## config.mk

```make
export PLATFORM = sky130hd
export DESIGN_NAME = controller_response_deframer
export DESIGN_NICKNAME = d
export VERILOG_FILES = /design/src/crd_pkg.sv /design/src/crd_step.sv /design/src/controller_response_deframer.sv
export SDC_FILE = /design/constraint.sdc
export NUM_CORES = 1
export LEC_CHECK = 0
export ABC_AREA = 0
export BUFFER_PORTS_ARGS = -buffer_cell sky130_fd_sc_hd__buf_2
export CAP_MARGIN = 20
export CORE_ASPECT_RATIO = 0.8
export CORE_MARGIN = 2
export CORE_UTILIZATION = 40
export DETAILED_ROUTE_END_ITERATION = 8
export MAX_ROUTING_LAYER = met4
export SYNTH_ARGS = -nofsm -noshare
export SYNTH_HDL_FRONTEND = slang
export SYNTH_HIERARCHICAL = 1
export SYNTH_SLANG_ARGS = --single-unit
```

## constraint.sdc

```tcl
create_clock -name clk -period 5.4 [get_ports clk]
set_clock_uncertainty 0.05 [all_clocks]
set_input_delay 0.54 -clock clk [delete_from_list [all_inputs] [get_ports clk]]
set_output_delay 0.54 -clock clk [all_outputs]
set_load 0.005 [all_outputs]
```

## src/crd_pkg.sv

```systemverilog
`timescale 1ns / 1ps
`default_nettype none

package crd_pkg;

  localparam int MAX_RESPONSES = 8;

  localparam logic [3:0] POLL_LIMIT_RESET = 4'd3;
  localparam logic [3:0] POLL_SAT = 4'd15;
  localparam logic [7:0] COUNT_SAT = 8'd255;

  // Input opcodes
  localparam logic [1:0] OP_START = 2'd0;
  localparam logic [1:0] OP_CHAR = 2'd1;
  localparam logic [1:0] OP_POLL = 2'd2;
  localparam logic [1:0] OP_FLUSH = 2'd3;

  // Result events
  localparam logic [2:0] EV_BODY = 3'd0;
  localparam logic [2:0] EV_SEP = 3'd1;
  localparam logic [2:0] EV_DONE = 3'd2;
  localparam logic [2:0] EV_TIMEOUT = 3'd3;
  localparam logic [2:0] EV_CMDERR = 3'd4;
  localparam logic [2:0] EV_FLUSHED = 3'd5;

  // Characters of the reply framing
  localparam logic [7:0] CH_HASH = 8'h23;
  localparam logic [7:0] CH_DOLLAR = 8'h24;
  localparam logic [7:0] CH_AT = 8'h40;
  localparam logic [7:0] CH_BANG = 8'h21;
  localparam logic [7:0] CH_LF = 8'h0A;
  localparam logic [7:0] CH_CR = 8'h0D;
  localparam logic [7:0] CH_COMMA = 8'h2C;

  typedef enum logic [1:0] {
    PH_IDLE    = 2'd0,
    PH_HEADER  = 2'd1,
    PH_BODY    = 2'd2,
    PH_TRAILER = 2'd3
  } phase_t;

  typedef struct packed {
    logic [1:0] opcode;
    logic [7:0] rx_char;
    logic [3:0] response_count;
  } crd_in_t;

  typedef struct packed {
    logic [2:0] event_res;
    logic [7:0] data_char;
    logic [7:0] total_length;
  } crd_out_t;

  typedef struct packed {
    phase_t     phase;
    logic [7:0] header_count;
    logic [7:0] trailer_count;
    logic [3:0] empty_polls;
    logic [3:0] responses_left;
    logic [7:0] length_so_far;
  } crd_state_t;

  localparam crd_state_t ST_RESET = '{
    phase:          PH_IDLE,
    header_count:   8'd0,
    trailer_count:  8'd0,
    empty_polls:    4'd0,
    responses_left: 4'd0,
    length_so_far:  8'd0
  };

endpackage

`default_nettype wire

```

## src/crd_step.sv

```systemverilog
`timescale 1ns / 1ps
`default_nettype none

module crd_step
  import crd_pkg::*;
(
  input  crd_state_t state_cur,
  input  crd_in_t    item,
  input  logic [3:0] poll_limit,
  output crd_state_t state_nxt,
  output logic       res_valid,
  output crd_out_t   res
);

  logic       is_eol;
  logic       is_mark;
  logic       is_hash;
  logic [7:0] hdr_inc;
  logic [7:0] trl_inc;
  logic [7:0] len_inc;
  logic [3:0] poll_inc;
  logic [3:0] cnt_sat;
  logic       poll_expired;
  logic       trl_done;
  logic       more_left;
  logic       busy;

  assign is_eol   = (item.rx_char == CH_CR) || (item.rx_char == CH_LF);
  assign is_mark  = is_eol || (item.rx_char == CH_DOLLAR) || (item.rx_char == CH_AT) ||
                    (item.rx_char == CH_BANG);
  assign is_hash  = (item.rx_char == CH_HASH);
  assign hdr_inc  = (state_cur.header_count == COUNT_SAT) ? COUNT_SAT
                                                           : state_cur.header_count + 8'd1;
  assign trl_inc  = (state_cur.trailer_count == COUNT_SAT) ? COUNT_SAT
                                                            : state_cur.trailer_count + 8'd1;
  assign len_inc  = (state_cur.length_so_far == COUNT_SAT) ? COUNT_SAT
                                                            : state_cur.length_so_far + 8'd1;
  assign poll_inc = (state_cur.empty_polls == POLL_SAT) ? POLL_SAT
                                                         : state_cur.empty_polls + 4'd1;
  assign cnt_sat  = (item.response_count > 4'(MAX_RESPONSES)) ? 4'(MAX_RESPONSES)
                                                               : item.response_count;
  assign poll_expired = (poll_inc >= poll_limit);
  assign trl_done     = (trl_inc >= state_cur.header_count);
  assign more_left    = (state_cur.responses_left > 4'd1);
  assign busy         = (state_cur.phase != PH_IDLE);

  // Next state
  always_comb begin
    state_nxt = state_cur;
    unique case (item.opcode)
      OP_FLUSH: begin
        state_nxt = ST_RESET;
      end
      OP_START: begin
        state_nxt = ST_RESET;
        if (cnt_sat != 4'd0) begin
          state_nxt.responses_left = cnt_sat;
          state_nxt.phase          = PH_HEADER;
        end
      end
      OP_POLL: begin
        if (busy) begin
          state_nxt.empty_polls = poll_inc;
          if (poll_expired) begin
            state_nxt.phase          = PH_IDLE;
            state_nxt.responses_left = 4'd0;
          end
        end
      end
      OP_CHAR: begin
        unique case (state_cur.phase)
          PH_HEADER: begin
            state_nxt.empty_polls = 4'd1;
            if (is_hash) begin
              state_nxt.phase          = PH_IDLE;
              state_nxt.responses_left = 4'd0;
            end else if (is_mark) begin
              state_nxt.header_count = hdr_inc;
            end else begin
              state_nxt.phase         = PH_BODY;
              state_nxt.length_so_far = len_inc;
            end
          end
          PH_BODY: begin
            state_nxt.empty_polls = 4'd1;
            if (is_eol) begin
              state_nxt.phase         = PH_TRAILER;
              state_nxt.trailer_count = 8'd1;
            end else begin
              state_nxt.length_so_far = len_inc;
            end
          end
          PH_TRAILER: begin
            state_nxt.trailer_count = trl_inc;
            if (!trl_done) begin
              state_nxt.empty_polls = 4'd1;
            end else if (more_left) begin
              // Next response starts with fresh header, trailer and poll counts.
              state_nxt.responses_left = state_cur.responses_left - 4'd1;
              state_nxt.length_so_far  = len_inc;
              state_nxt.phase          = PH_HEADER;
              state_nxt.header_count   = 8'd0;
              state_nxt.trailer_count  = 8'd0;
              state_nxt.empty_polls    = 4'd0;
            end else begin
              state_nxt.phase          = PH_IDLE;
              state_nxt.responses_left = 4'd0;
              state_nxt.empty_polls    = 4'd0;
            end
          end
          PH_IDLE: begin
            state_nxt = state_cur;
          end
          default: begin
            state_nxt = state_cur;
          end
        endcase
      end
      default: begin
        state_nxt = state_cur;
      end
    endcase
  end

  // Result; the length reported is always the length after this item's update.
  always_comb begin
    res_valid        = 1'b0;
    res.event_res    = EV_BODY;
    res.data_char    = 8'd0;
    res.total_length = state_nxt.length_so_far;
    unique case (item.opcode)
      OP_FLUSH: begin
        res_valid     = 1'b1;
        res.event_res = EV_FLUSHED;
      end
      OP_START: begin
        if (cnt_sat == 4'd0) begin
          res_valid     = 1'b1;
          res.event_res = EV_DONE;
        end
      end
      OP_POLL: begin
        if (busy && poll_expired) begin
          res_valid     = 1'b1;
          res.event_res = EV_TIMEOUT;
        end
      end
      OP_CHAR: begin
        unique case (state_cur.phase)
          PH_HEADER: begin
            if (is_hash) begin
              res_valid     = 1'b1;
              res.event_res = EV_CMDERR;
            end else if (!is_mark) begin
              res_valid     = 1'b1;
              res.event_res = EV_BODY;
              res.data_char = item.rx_char;
            end
          end
          PH_BODY: begin
            if (!is_eol) begin
              res_valid     = 1'b1;
              res.event_res = EV_BODY;
              res.data_char = item.rx_char;
            end
          end
          PH_TRAILER: begin
            if (trl_done) begin
              res_valid = 1'b1;
              if (more_left) begin
                res.event_res = EV_SEP;
                res.data_char = CH_COMMA;
              end else begin
                res.event_res = EV_DONE;
              end
            end
          end
          PH_IDLE: begin
            res_valid = 1'b0;
          end
          default: begin
            res_valid = 1'b0;
          end
        endcase
      end
      default: begin
        res_valid = 1'b0;
      end
    endcase
  end

endmodule

`default_nettype wire

```

## src/controller_response_deframer.sv

```systemverilog
// Latency: a result appears on out_valid in the cycle after its item is accepted,
// or later only while earlier results wait on out_stall.
// Throughput: one item per cycle while in_stall is low; the whole state update is one pass of logic.
// A two-entry output buffer lets one more item in while a result is stalled.
// Synchronous active-low reset: idle phase, counters zero, poll limit 3, no results.
`timescale 1ns / 1ps
`default_nettype none

module controller_response_deframer
  import crd_pkg::*;
(
  input  wire logic       clk,
  input  wire logic       rst_n,
  input  wire logic       in_valid,
  output      logic       in_stall,
  input  wire crd_in_t    in_data,
  output      logic       out_valid,
  input  wire logic       out_stall,
  output      crd_out_t   out_data,
  input  wire logic       cfg_wr_en,
  input  wire logic [3:0] cfg_wr_data
);

  logic [3:0] poll_limit_r;
  crd_state_t state_r;
  crd_state_t state_nxt;
  logic       res_valid;
  crd_out_t   res;
  logic       out_valid_r;
  crd_out_t   out_data_r;
  logic       skid_valid_r;
  crd_out_t   skid_data_r;
  logic       in_accept;
  logic       out_take;
  logic       push;

  assign in_stall  = skid_valid_r;
  assign in_accept = in_valid && !skid_valid_r;
  assign out_take  = out_valid_r && !out_stall;
  assign push      = in_accept && res_valid;
  assign out_valid = out_valid_r;
  assign out_data  = out_data_r;

  crd_step u_step (
    .state_cur  (state_r),
    .item       (in_data),
    .poll_limit (poll_limit_r),
    .state_nxt  (state_nxt),
    .res_valid  (res_valid),
    .res        (res)
  );

  always_ff @(posedge clk) begin
    if (!rst_n) begin
      poll_limit_r <= POLL_LIMIT_RESET;
      state_r      <= ST_RESET;
      out_valid_r  <= 1'b0;
      skid_valid_r <= 1'b0;
    end else begin
      if (cfg_wr_en) begin
        poll_limit_r <= cfg_wr_data;
      end
      if (in_accept) begin
        state_r <= state_nxt;
      end
      if (skid_valid_r) begin
        if (out_take) begin
          skid_valid_r <= 1'b0;
        end
      end else if (push) begin
        if (out_valid_r && !out_take) begin
          skid_valid_r <= 1'b1;
        end else begin
          out_valid_r <= 1'b1;
        end
      end else if (out_take) begin
        out_valid_r <= 1'b0;
      end
    end
  end

  always_ff @(posedge clk) begin
    if (skid_valid_r) begin
      if (out_take) begin
        out_data_r <= skid_data_r;
      end
    end else if (push) begin
      if (out_valid_r && !out_take) begin
        skid_data_r <= res;
      end else begin
        out_data_r <= res;
      end
    end
  end

endmodule

`default_nettype wire

```

==> summary.txt, run 1 <==
CTS Buf Count: 9
Internal power: 0.9878 mW
Sw power: 0.3486 mW
DR DRC count: 0
ANT cells: 0
Fin. Hold Viols: 0
Critical-path top delay cell: a21oi_2
Height of the die: 106.7 um
Mean post-synth cell area: 9.044 sq um
Mapped Area: 5273 sq um
CP Data Arrival Time: 4.01 ns
Post-CTS setup buffer count: 0
R2r endpoint: skid_data_r[7]
Vias in the first global route: 4068
Sink Count: 78
Most frequent cell after synthesis: nand2_1
Chip width: 132.4 um
Element type at the critical path end: register
Async S/R FF share, synth: 0
Antenna-violating nets left: 0
CP startpoint kind: register
Tcrit/Tclk final: 0.7338
Layout area overhead: 9.824%
Final nets: 649
First-pass GRT wire length: 21040 um
Vias/cell: 5.615
Required @ worst endpoint: 5.44 ns
Iter 0 DRT Violations: 339
CP cell instances: ha_1 > and3_1 > nand3_1 > and2_1 > ha_1 > nand2b_1 > a2111o_1 > a21oi_2 > o21ai_0 > o211ai_1 > nand3_1 > nand3b_1 > nor2_1 > buf_4
Power share of the combinational group: 0.083
Synth Warn #: 6
Final setup violation count: 0
FF-to-FF Start: state_r[16]
Final wirelength: 12860 um
Hold Path Origin: cfg_wr_data[0]
CP top delay family: compound AO/OA/AOI/OAI gates
Synth top area share: 0.2164
Max-slew headroom: 0.2951
All-Layer GR Usage: 0.1912
Final Total Pwr: 1.336 mW
Share of post-route cells with drive strength above 1: 0.2184
Critical path fanouts, max: 15
Status: finished clean
Synth area leaders: edfxtp_1 (22%), dfxtp_1 (15%), nand2_1 (6.9%)
Wire length per cell: 16.40 um
Yosys top cell by area: edfxtp_1
Fin crit period: 3.963 ns
Maximum clock insertion buffer count: 2
# hold bufs at CTS: 0
Drt first pass iters: 4
Seq/Total Area, Yosys: 0.3683
Hold Path Class: input pin to register
Core Area: 12870 sq um
Clock Power Share: 0.445
Via count: 4402
PortBufs: 43
Remaining global-route overflow: 0
CTS tree: done
Synth cell count leaders: nand2_1 (97), dfxtp_1 (40), edfxtp_1 (38)
Final Slew Violations: 0
Syn_nets: 628
Die Area: 14120 sq um
Seq cells post-synth: 78
Max Cap Viol: 0
Cell Rows: 37
H-Tree Level Count: 3
Io pins: 44
Initial antenna violation count: 0
Critical path class: register to register
Post-synth EDFFs: 38
Clk root buf: clkbuf_16
Final hold slack: 0.3628 ns
Worst stage delay on the critical path: 0.56 ns
Placer Congestion: 0.9270
Clock Latency Late Sink: 0.34 ns
RSZ-0062 raised after global routing: no
Initial Util: 0.4097
DP Wirelength: 9162 um
Switch share: 0.2608
Pleak: 2.187 nW
Fmax: 252.4 MHz
R2R cell count: 14
Flop2flop setup slack: 1.44 ns
Main synth FF type: dfxtp_1
Largest net degree at the start of global routing: 41
WHS Path Cells: 3
Unique cell type count in the Yosys netlist: 80
PostCTS Resize Cnt: 0
Sequential power share: 0.472
Slew @ Worst Pin: 1.055 ns
Maximum vdd drop: 0.0001427 V
Synth Instances: 583
Pwr Density: 230.8 nW/um^2
CTS clk-pin slew, worst paths: 0.07 ns
Worst Path Buf+Inv: 1
Setup_tns: 0 ns
Worst Hold End: poll_limit_r[0]
[registers in the layout, indices dropped and copies added (netlist names)]
register / count
in_stall: 1
out_data: 19
out_valid: 1
poll_limit_r: 4
skid_data_r: 19
state_r: 34
[logic make-up (layout without fill, tap and decap cells)]
| family | count (synthesis) | after routing | synth area share |
|---|---|---|---|
| buffers and inverters | 64 | 90 | 0.06692 |
| AO/OA/AOI/OAI | 160 | 160 | 0.2432 |
| flip-flops | 78 | 78 | 0.3683 |
| XOR/XNOR | 6 | 6 | 0.009967 |
| adder cells (fa/ha/maj) | 22 | 22 | 0.05221 |
| AND/OR/NAND/NOR | 230 | 230 | 0.2112 |
| multiplexers | 23 | 23 | 0.04817 |
[cells in the final DEF (no fill, tap or decap), types with 20 or more instances in the layout]
master / instances
a21boi_2: 31
buf_2: 43
a21oi_1: 21
inv_1: 27
edfxtp_1: 38
dfxtp_1: 40
o21ai_0: 20
nand2_1: 97
nor2_1: 36
ha_1: 22
[worst max path at each step]
stage,startpoint,to,slack [ns],cells after the start
after CTS,state_r[18],out_data[7],1.39,14
after detailed placement,state_r[18],out_data[11],1.40,14
after global placement,state_r[18],out_data[1],1.49,14
after floorplan,state_r[18],out_data[0],1.08,15
after global routing,state_r[16],skid_data_r[6],1.05,14
final,state_r[16],skid_data_r[7],1.44,14
[final cells by class]
class                           count  area (sq um)
Multi-Input combinational cell    441          2982
Clock inverter                      7         61.31
Inverter                           27         101.3
Clock buffer                        9         225.2
Fill cell                        1268          7079
Sequential cell                    78          1942
Tap cell                          175         219.0
Timing Repair Buffer               47         260.3
[worst register-to-register path: cells and delay by family (launching register included)]
| family | cells | cell delay, ns |
|---|---|---|
| compound gates | 4 | 1.29 |
| flops | 1 | 0.43 |
| buf+inv | 1 | 0.24 |
| simple gates | 7 | 1.18 |
| fa+ha+maj | 2 | 0.52 |
[power groups by stage]
stage | logic, mW | clock network (mW) | registers, mW
after floorplan | 0.0774 | 0 | 0.643
after global placement | 0.106 | 0 | 0.644
after detailed placement | 0.107 | 0 | 0.645
after CTS | 0.107 | 0.611 | 0.631
after global routing | 0.121 | 0.635 | 0.631
final | 0.111 | 0.595 | 0.631
[per-stage QoR]
step                      utilization  instance area, sq um  instances  setup slack, ns
final                          0.4499                  5791        784            1.437
after global routing           0.4499                  5791        784            1.053
after CTS                      0.4476                  5761        782            1.391
after detailed placement       0.4253                  5474        766            1.401
after global placement         0.4253                  5474        766            1.494
after floorplan                     -                  5273        583            1.081
[layer usage]
layer  routed length (um)  global-route usage  up-vias  share of wire
met5                    0                   -        -              0
met4                  136             0.05069        0          0.011
met1                 6289              0.2620     2078           0.49
li1                     -                   -     2153              -
met3                  892             0.03830       14          0.069
met2                 5544              0.2902      157           0.43
Note: power is estimated with default switching activity, not from simulation.
==> run 2, diff against run 1 <==
Settings changed: ABC_AREA 0 to 1.
Clock period 5.4 ns to 3.3 ns, I/O delays scaled along.
==> run 2 against run 1 <==
  * Non-clock buffer count increased by 21
  * Critical path type unchanged
  * Routed wire length is 21% higher
  * Critical endpoint is now out_data[16]
  * Largest cell class unchanged
  * Utilization rose by 2.9 points
  * Total power increased by 100%
  * Via count increased by 28%
  * Flip-flop and latch count is the same
  * Final area up 13%
  * First-iteration DRC count grew 110%
  * Highest routed layer unchanged
  * Final cell count is 39% higher
==> summary.txt, run 2 <==
Mapped Area: 5669 sq um
Worst stage delay on the critical path: 0.32 ns
Sequential power share: 0.411
Initial antenna violation count: 0
H-Tree Level Count: 3
Critical-path top delay cell: dfxtp_2
Most common cell after layout, fill and taps aside: nand2_1
ANT cells: 0
Placer Congestion: 0.9216
Largest register by flop count: state_r
Fin worst setup slack: 0.1186 ns
DR DRC count: 0
Die Area: 15150 sq um
Most frequent cell after synthesis: nand2_1
Pre-CTS setup slack: 0.06693 ns
Pleak: 3.086 nW
Slew @ Worst Pin: 0.7205 ns
Synth Instances: 869
CP cell instances: ha_2 > nand2_1 > inv_2 > nand2_2 > nor2_4 > nand3_4 > nor2_4 > or2_2 > ha_4 > nand2_1 > nor2_1 > nor2_1 > nand2_1 > nand2_1 > nand2_2 > nand2_4 > nand3_2 > o211ai_1 > nand4_1 > nand3_2 > a21oi_4 > buf_12 > clkbuf_16
Simple-gate area share of the yosys netlist: 0.3816
CP Data Arrival Time: 3.19 ns
Clock Power Share: 0.377
Synth Area in Compound Gates: 0.1161
R2R cell count: 23
Vias/cell: 5.168
Post-synth EDFFs: 38
Largest net degree at the start of global routing: 41
Switch share: 0.2976
Most frequent cells in the layout: nand2_1 (256), nor2_1 (121), nand3_1 (84), inv_1 (83), o21ai_0 (55)
Final Slew Violations: 0
Final hold slack: 0.1498 ns
Most used cell, CP: nand2_1
Unique cell type count in the Yosys netlist: 40
Height of the die: 110.5 um
Status: finished clean
Via count: 5649
First-pass GRT wire length: 25270 um
Pwr Density: 412.9 nW/um^2
Post-synthesis mux area share: 0.001986
DP Wirelength: 10940 um
Clock Latency Late Sink: 0.35 ns
# hold bufs at CTS: 0
Synth top area share: 0.2013
Fin. Hold Viols: 0
CTS tree: done
Sink Count: 78
Io pins: 44
Synth area leaders: edfxtp_1 (20%), nand2_1 (17%), dfxtp_1 (14%)
R2r endpoint: out_data[16]
Maximum vdd drop: 0.0002871 V
Max Cap Viol: 0
Yosys top cell by area: edfxtp_1
Maximum clock insertion buffer count: 2
CTS Buf Count: 9
All-Layer GR Usage: 0.2157
CTS clk-pin slew, worst paths: 0.06 ns
Core Area: 13690 sq um
PortBufs: 43
Required @ worst endpoint: 3.31 ns
Antenna-violating nets left: 0
Flop2flop setup slack: 0.12 ns
Layout area overhead: 15.71%
Initial Util: 0.4140
Seq/Total Area, Yosys: 0.3425
Final wirelength: 15620 um
Tcrit/Tclk final: 0.9641
Hold Path Origin: cfg_wr_data[1]
Post-Synth XOR/XNOR Area: 0.007725
CP startpoint kind: register
Clk root buf: clkbuf_16
Main synth FF type: dfxtp_1
Final nets: 953
Fmax: 314.3 MHz
Critical path fanouts, max: 5
Internal power: 1.903 mW
FF-to-FF Start: state_r[16]
Hold Path Class: input pin to register
WHS Path Cells: 3
Max-slew headroom: 0.5197
Mean post-synth cell area: 6.524 sq um
Max FFs per register: 34
Seq cells post-synth: 78
Power share of the combinational group: 0.212
Synth cell count leaders: nand2_1 (261), nor2_1 (121), nand3_1 (86)
Remaining global-route overflow: 0
Fin crit period: 3.181 ns
Share of post-route cells with drive strength above 1: 0.1479
Element type at the critical path end: register
Iter 0 DRT Violations: 697
Syn_nets: 914
Drt first pass iters: 6
Vias in the first global route: 4829
Wire length per cell: 14.29 um
Chip width: 137.1 um
Async S/R FF share, synth: 0
Sw power: 0.8062 mW
Critical path class: register to register
Synth Warn #: 6
Worst Hold End: poll_limit_r[1]
Largest family of logic cells by synthesized area: simple AND/OR/NAND/NOR gates
Final setup violation count: 0
Post-synthesis adder-cell area fraction: 0.04855
Setup_tns: 0 ns
Cell Rows: 38
==> run 2: cell count changes in the layout (fill, tap and decap cells not counted), sizes merged, moves of 18 or more <==
cell / delta
a21boi: -37
buf: +19
nand3: +69
mux2: -18
nand2: +172
inv: +60
o21ai: +53
nor2: +92
==> run 2: routing by layer <==
layer | track usage | routed length, um | share of wire
met1 | 0.3344 | 8014 | 0.51
met5 | - | 0 | 0
met4 | 0.05567 | 159 | 0.010
met3 | 0.04637 | 1277 | 0.082
met2 | 0.2769 | 6168 | 0.39
==> run 2: power by group through the flow <==
| stage | sequential (mW) | combinational, mW | clock [mW] |
|---|---|---|---|
| floorplan | 1.12 | 0.386 | 0 |
| global placement | 1.13 | 0.528 | 0 |
| detailed placement | 1.13 | 0.529 | 0 |
| CTS | 1.11 | 0.532 | 1.05 |
| global route | 1.12 | 0.649 | 1.09 |
| finish | 1.11 | 0.575 | 1.02 |
==> run 2: cell families (layout without fill, tap and decap cells) <==
family | Yosys count | after routing
buffers and inverters | 133 | 177
multiplexers | 1 | 1
adder cells (fa/ha/maj) | 22 | 22
AO/OA/AOI/OAI | 120 | 120
XOR/XNOR | 5 | 5
flip-flops | 78 | 78
AND/OR/NAND/NOR | 510 | 510
==> run 2: stage by stage <==
step	instances	cell area, sq um	power, mW	utilization
final	1093	6560	2.709	0.4791
after global routing	1093	6560	2.854	0.4791
after CTS	1086	6370	2.693	0.4652
after detailed placement	1070	6067	1.661	0.4431
after global placement	1070	6067	1.659	0.4431
after floorplan	869	5683	1.505	-
==> run 2: worst max-delay path by stage <==
stage,cells after the start,endpoint,slack (ns),from
final,23,out_data[16],0.12,state_r[16]
after global routing,24,skid_data_r[6],-0.02,state_r[17]
after CTS,22,out_data[0],0.05,state_r[16]
after detailed placement,22,out_data[3],0.07,state_r[16]
after global placement,22,out_data[3],0.13,state_r[16]
after floorplan,22,out_data[0],0.02,state_r[16]
==> run 2: repair_timing <==
action,CTS,global route
setup endpoints to repair,0,65
resized for setup,0,21
buffers inserted,0,4
==> run 2: layout make-up <==
cell class | instances | area (sq um)
Fill cell | 1433 | 7133
Multi-Input combinational cell | 658 | 3242
Sequential cell | 78 | 1944
Timing Repair Buffer | 68 | 491.7
Inverter | 93 | 354.1
Clock buffer | 12 | 256.5
Tap cell | 180 | 225.2
Clock inverter | 4 | 46.29
==> run 2: critical path, delay by kind of cell, from the launching register on <==
family | cells | cell delay [ns]
adders and majority gates | 2 | 0.46
AOI/OAI and AO/OA | 2 | 0.25
and+or+nand+nor | 16 | 1.46
buffers and inverters | 3 | 0.34
DFF | 1 | 0.32
==> run 3, diff against run 2 <==
Settings changed: CORE_UTILIZATION 40 to 55, PLACE_DENSITY from default to 0.77.
==> run 3 against run 2 <==
  * Sequential share of layout area rose by 0.13 points
  * Final cell count decreased by 3.8%
  * Register-to-register slack is essentially flat
  * Die area is 26% lower
  * Count of clock-buffer cells in the layout unchanged
  * Routed wire length decreased by 4.2%
  * Worst setup slack better by 0.0054 ns
  * Largest power group unchanged
==> summary.txt, run 3 (synthesis gave the netlist of run 2 again) <==
Status: finished clean
Max-slew headroom: 0.5086
Post-DP Area: 5974 sq um
Fmax: 314.9 MHz
ANT cells: 0
Placer Congestion: 0.9553
Height of the die: 94.81 um
Final Total Pwr: 2.804 mW
CP startpoint kind: register
Final wirelength: 14960 um
Drt first pass iters: 6
Largest register by flop count: state_r
Initial antenna violation count: 0
Fin. Hold Viols: 0
Iter 0 DRT Violations: 652
Clk root buf: clkbuf_16
Initial Util: 0.5581
FF-to-FF Start: state_r[16]
DP Wirelength: 10170 um
DR DRC count: 0
Final hold slack: 0.1580 ns
Placed cells: 1026
Critical path class: register to register
Element type at the critical path end: register
Final Slew Violations: 0
Flop2flop setup slack: 0.12 ns
Fin worst setup slack: 0.1241 ns
Final setup violation count: 0
Pwr Density: 429.0 nW/um^2
Pleak: 3.078 nW
R2R cell count: 23
Pre-CTS setup slack: 0.1213 ns
First-pass GRT wire length: 23930 um
Design area: 6535 sq um
Antenna-violating nets left: 0
Most common cell after layout, fill and taps aside: nand2_1
Maximum clock insertion buffer count: 2
RSZ-0062 raised after global routing: yes
Worst Hold End: poll_limit_r[0]
All-Layer GR Usage: 0.2746
CP Data Arrival Time: 3.18 ns
Share of post-route cells with drive strength above 1: 0.1471
Filler instances: 898
Fin crit period: 3.176 ns
Setup_tns: 0 ns
CTS Buf Count: 9
H-Tree Level Count: 3
Clock Latency Late Sink: 0.34 ns
WHS Path Cells: 3
Chip width: 117.5 um
Slew @ Worst Pin: 0.7371 ns
Via count: 5781
PortBufs: 43
Hold Path Origin: cfg_wr_data[0]
Sink Count: 78
Final nets: 951
CTS clk-pin slew, worst paths: 0.06 ns
Remaining global-route overflow: 0
Wire length per cell: 14.23 um
Layout area overhead: 15.27%
Tcrit/Tclk final: 0.9624
Vias in the first global route: 4837
Die Area: 11140 sq um
R2r endpoint: out_data[4]
Io pins: 44
Critical path fanouts, max: 5
Maximum vdd drop: 0.0003086 V
Hold Path Class: input pin to register
Layout Cells excl Fill: 1051
Core Util, Final: 0.6434
Max FFs per register: 34
Largest net degree at the start of global routing: 41
Core Area: 10160 sq um
Most frequent cells in the layout: nand2_1 (257), nor2_1 (120), nand3_1 (84), inv_1 (83), o21ai_0 (55)
Required @ worst endpoint: 3.31 ns
Cell Rows: 33
Vias/cell: 5.500
CTS tree: done
Max Cap Viol: 0
run 3: routing by layer:
metal	global-route usage	vias up	part of all wire
met4	0.06426	0	0.010
met5	-	-	0
li1	-	2899	-
met3	0.04469	14	0.085
met2	0.4079	267	0.43
met1	0.3928	2601	0.47
run 3: worst max path at each step:
| stage | startpoint | to | slack (ns) |
|---|---|---|---|
| floorplan | state_r[16] | out_data[0] | 0.02 |
| global placement | state_r[16] | out_data[1] | 0.20 |
| detailed placement | state_r[16] | out_data[3] | 0.12 |
| CTS | state_r[16] | out_data[5] | 0.1 |
| global route | state_r[16] | out_data[3] | -0.05 |
| finish | state_r[16] | out_data[4] | 0.12 |
run 3: critical path, stage by stage (launching register included):
cell and delay (ns):
dfxtp_2 0.35, ha_4 0.14, nand2_1 0.06, inv_2 0.07
nand2_2 0.07, nor2_4 0.16, nand3_4 0.10, nor2_4 0.18
nor2_2 0.06, ha_1 0.27, nand2_1 0.06, nor2_1 0.09
nor2_1 0.05, nand2_1 0.05, nand2_1 0.05, nand2_2 0.09
nand2_2 0.08, nand3_2 0.09, o211ai_1 0.09, nand4_1 0.15
nand3_2 0.12, a21oi_4 0.16, buf_4 0.14, clkbuf_16 0.14
run 3: final cells by class:
type | count | area [sq um] | share of cell area
multi-input cells | 658 | 3266 | 0.4997
clock inverters | 4 | 95.09 | 0.01455
repair buffers | 66 | 462.9 | 0.07084
well taps | 140 | 175.2 | 0.02680
inverters | 93 | 354.1 | 0.05418
clock buffers | 12 | 236.5 | 0.03619
flip-flops and latches | 78 | 1946 | 0.2977
run 3: repair_timing:
action	in CTS	in global routing
endpoints found under the setup margin	0	76
buffers inserted	0	6
resized for setup	0	27
hold buffers	0	0
run 3: power breakdown:
part / switching [mW] / internal (mW)
Sequential: 0.0502 / 1.07
Combinational: 0.360 / 0.209
Clock: 0.380 / 0.738
Total: 0.791 / 2.01
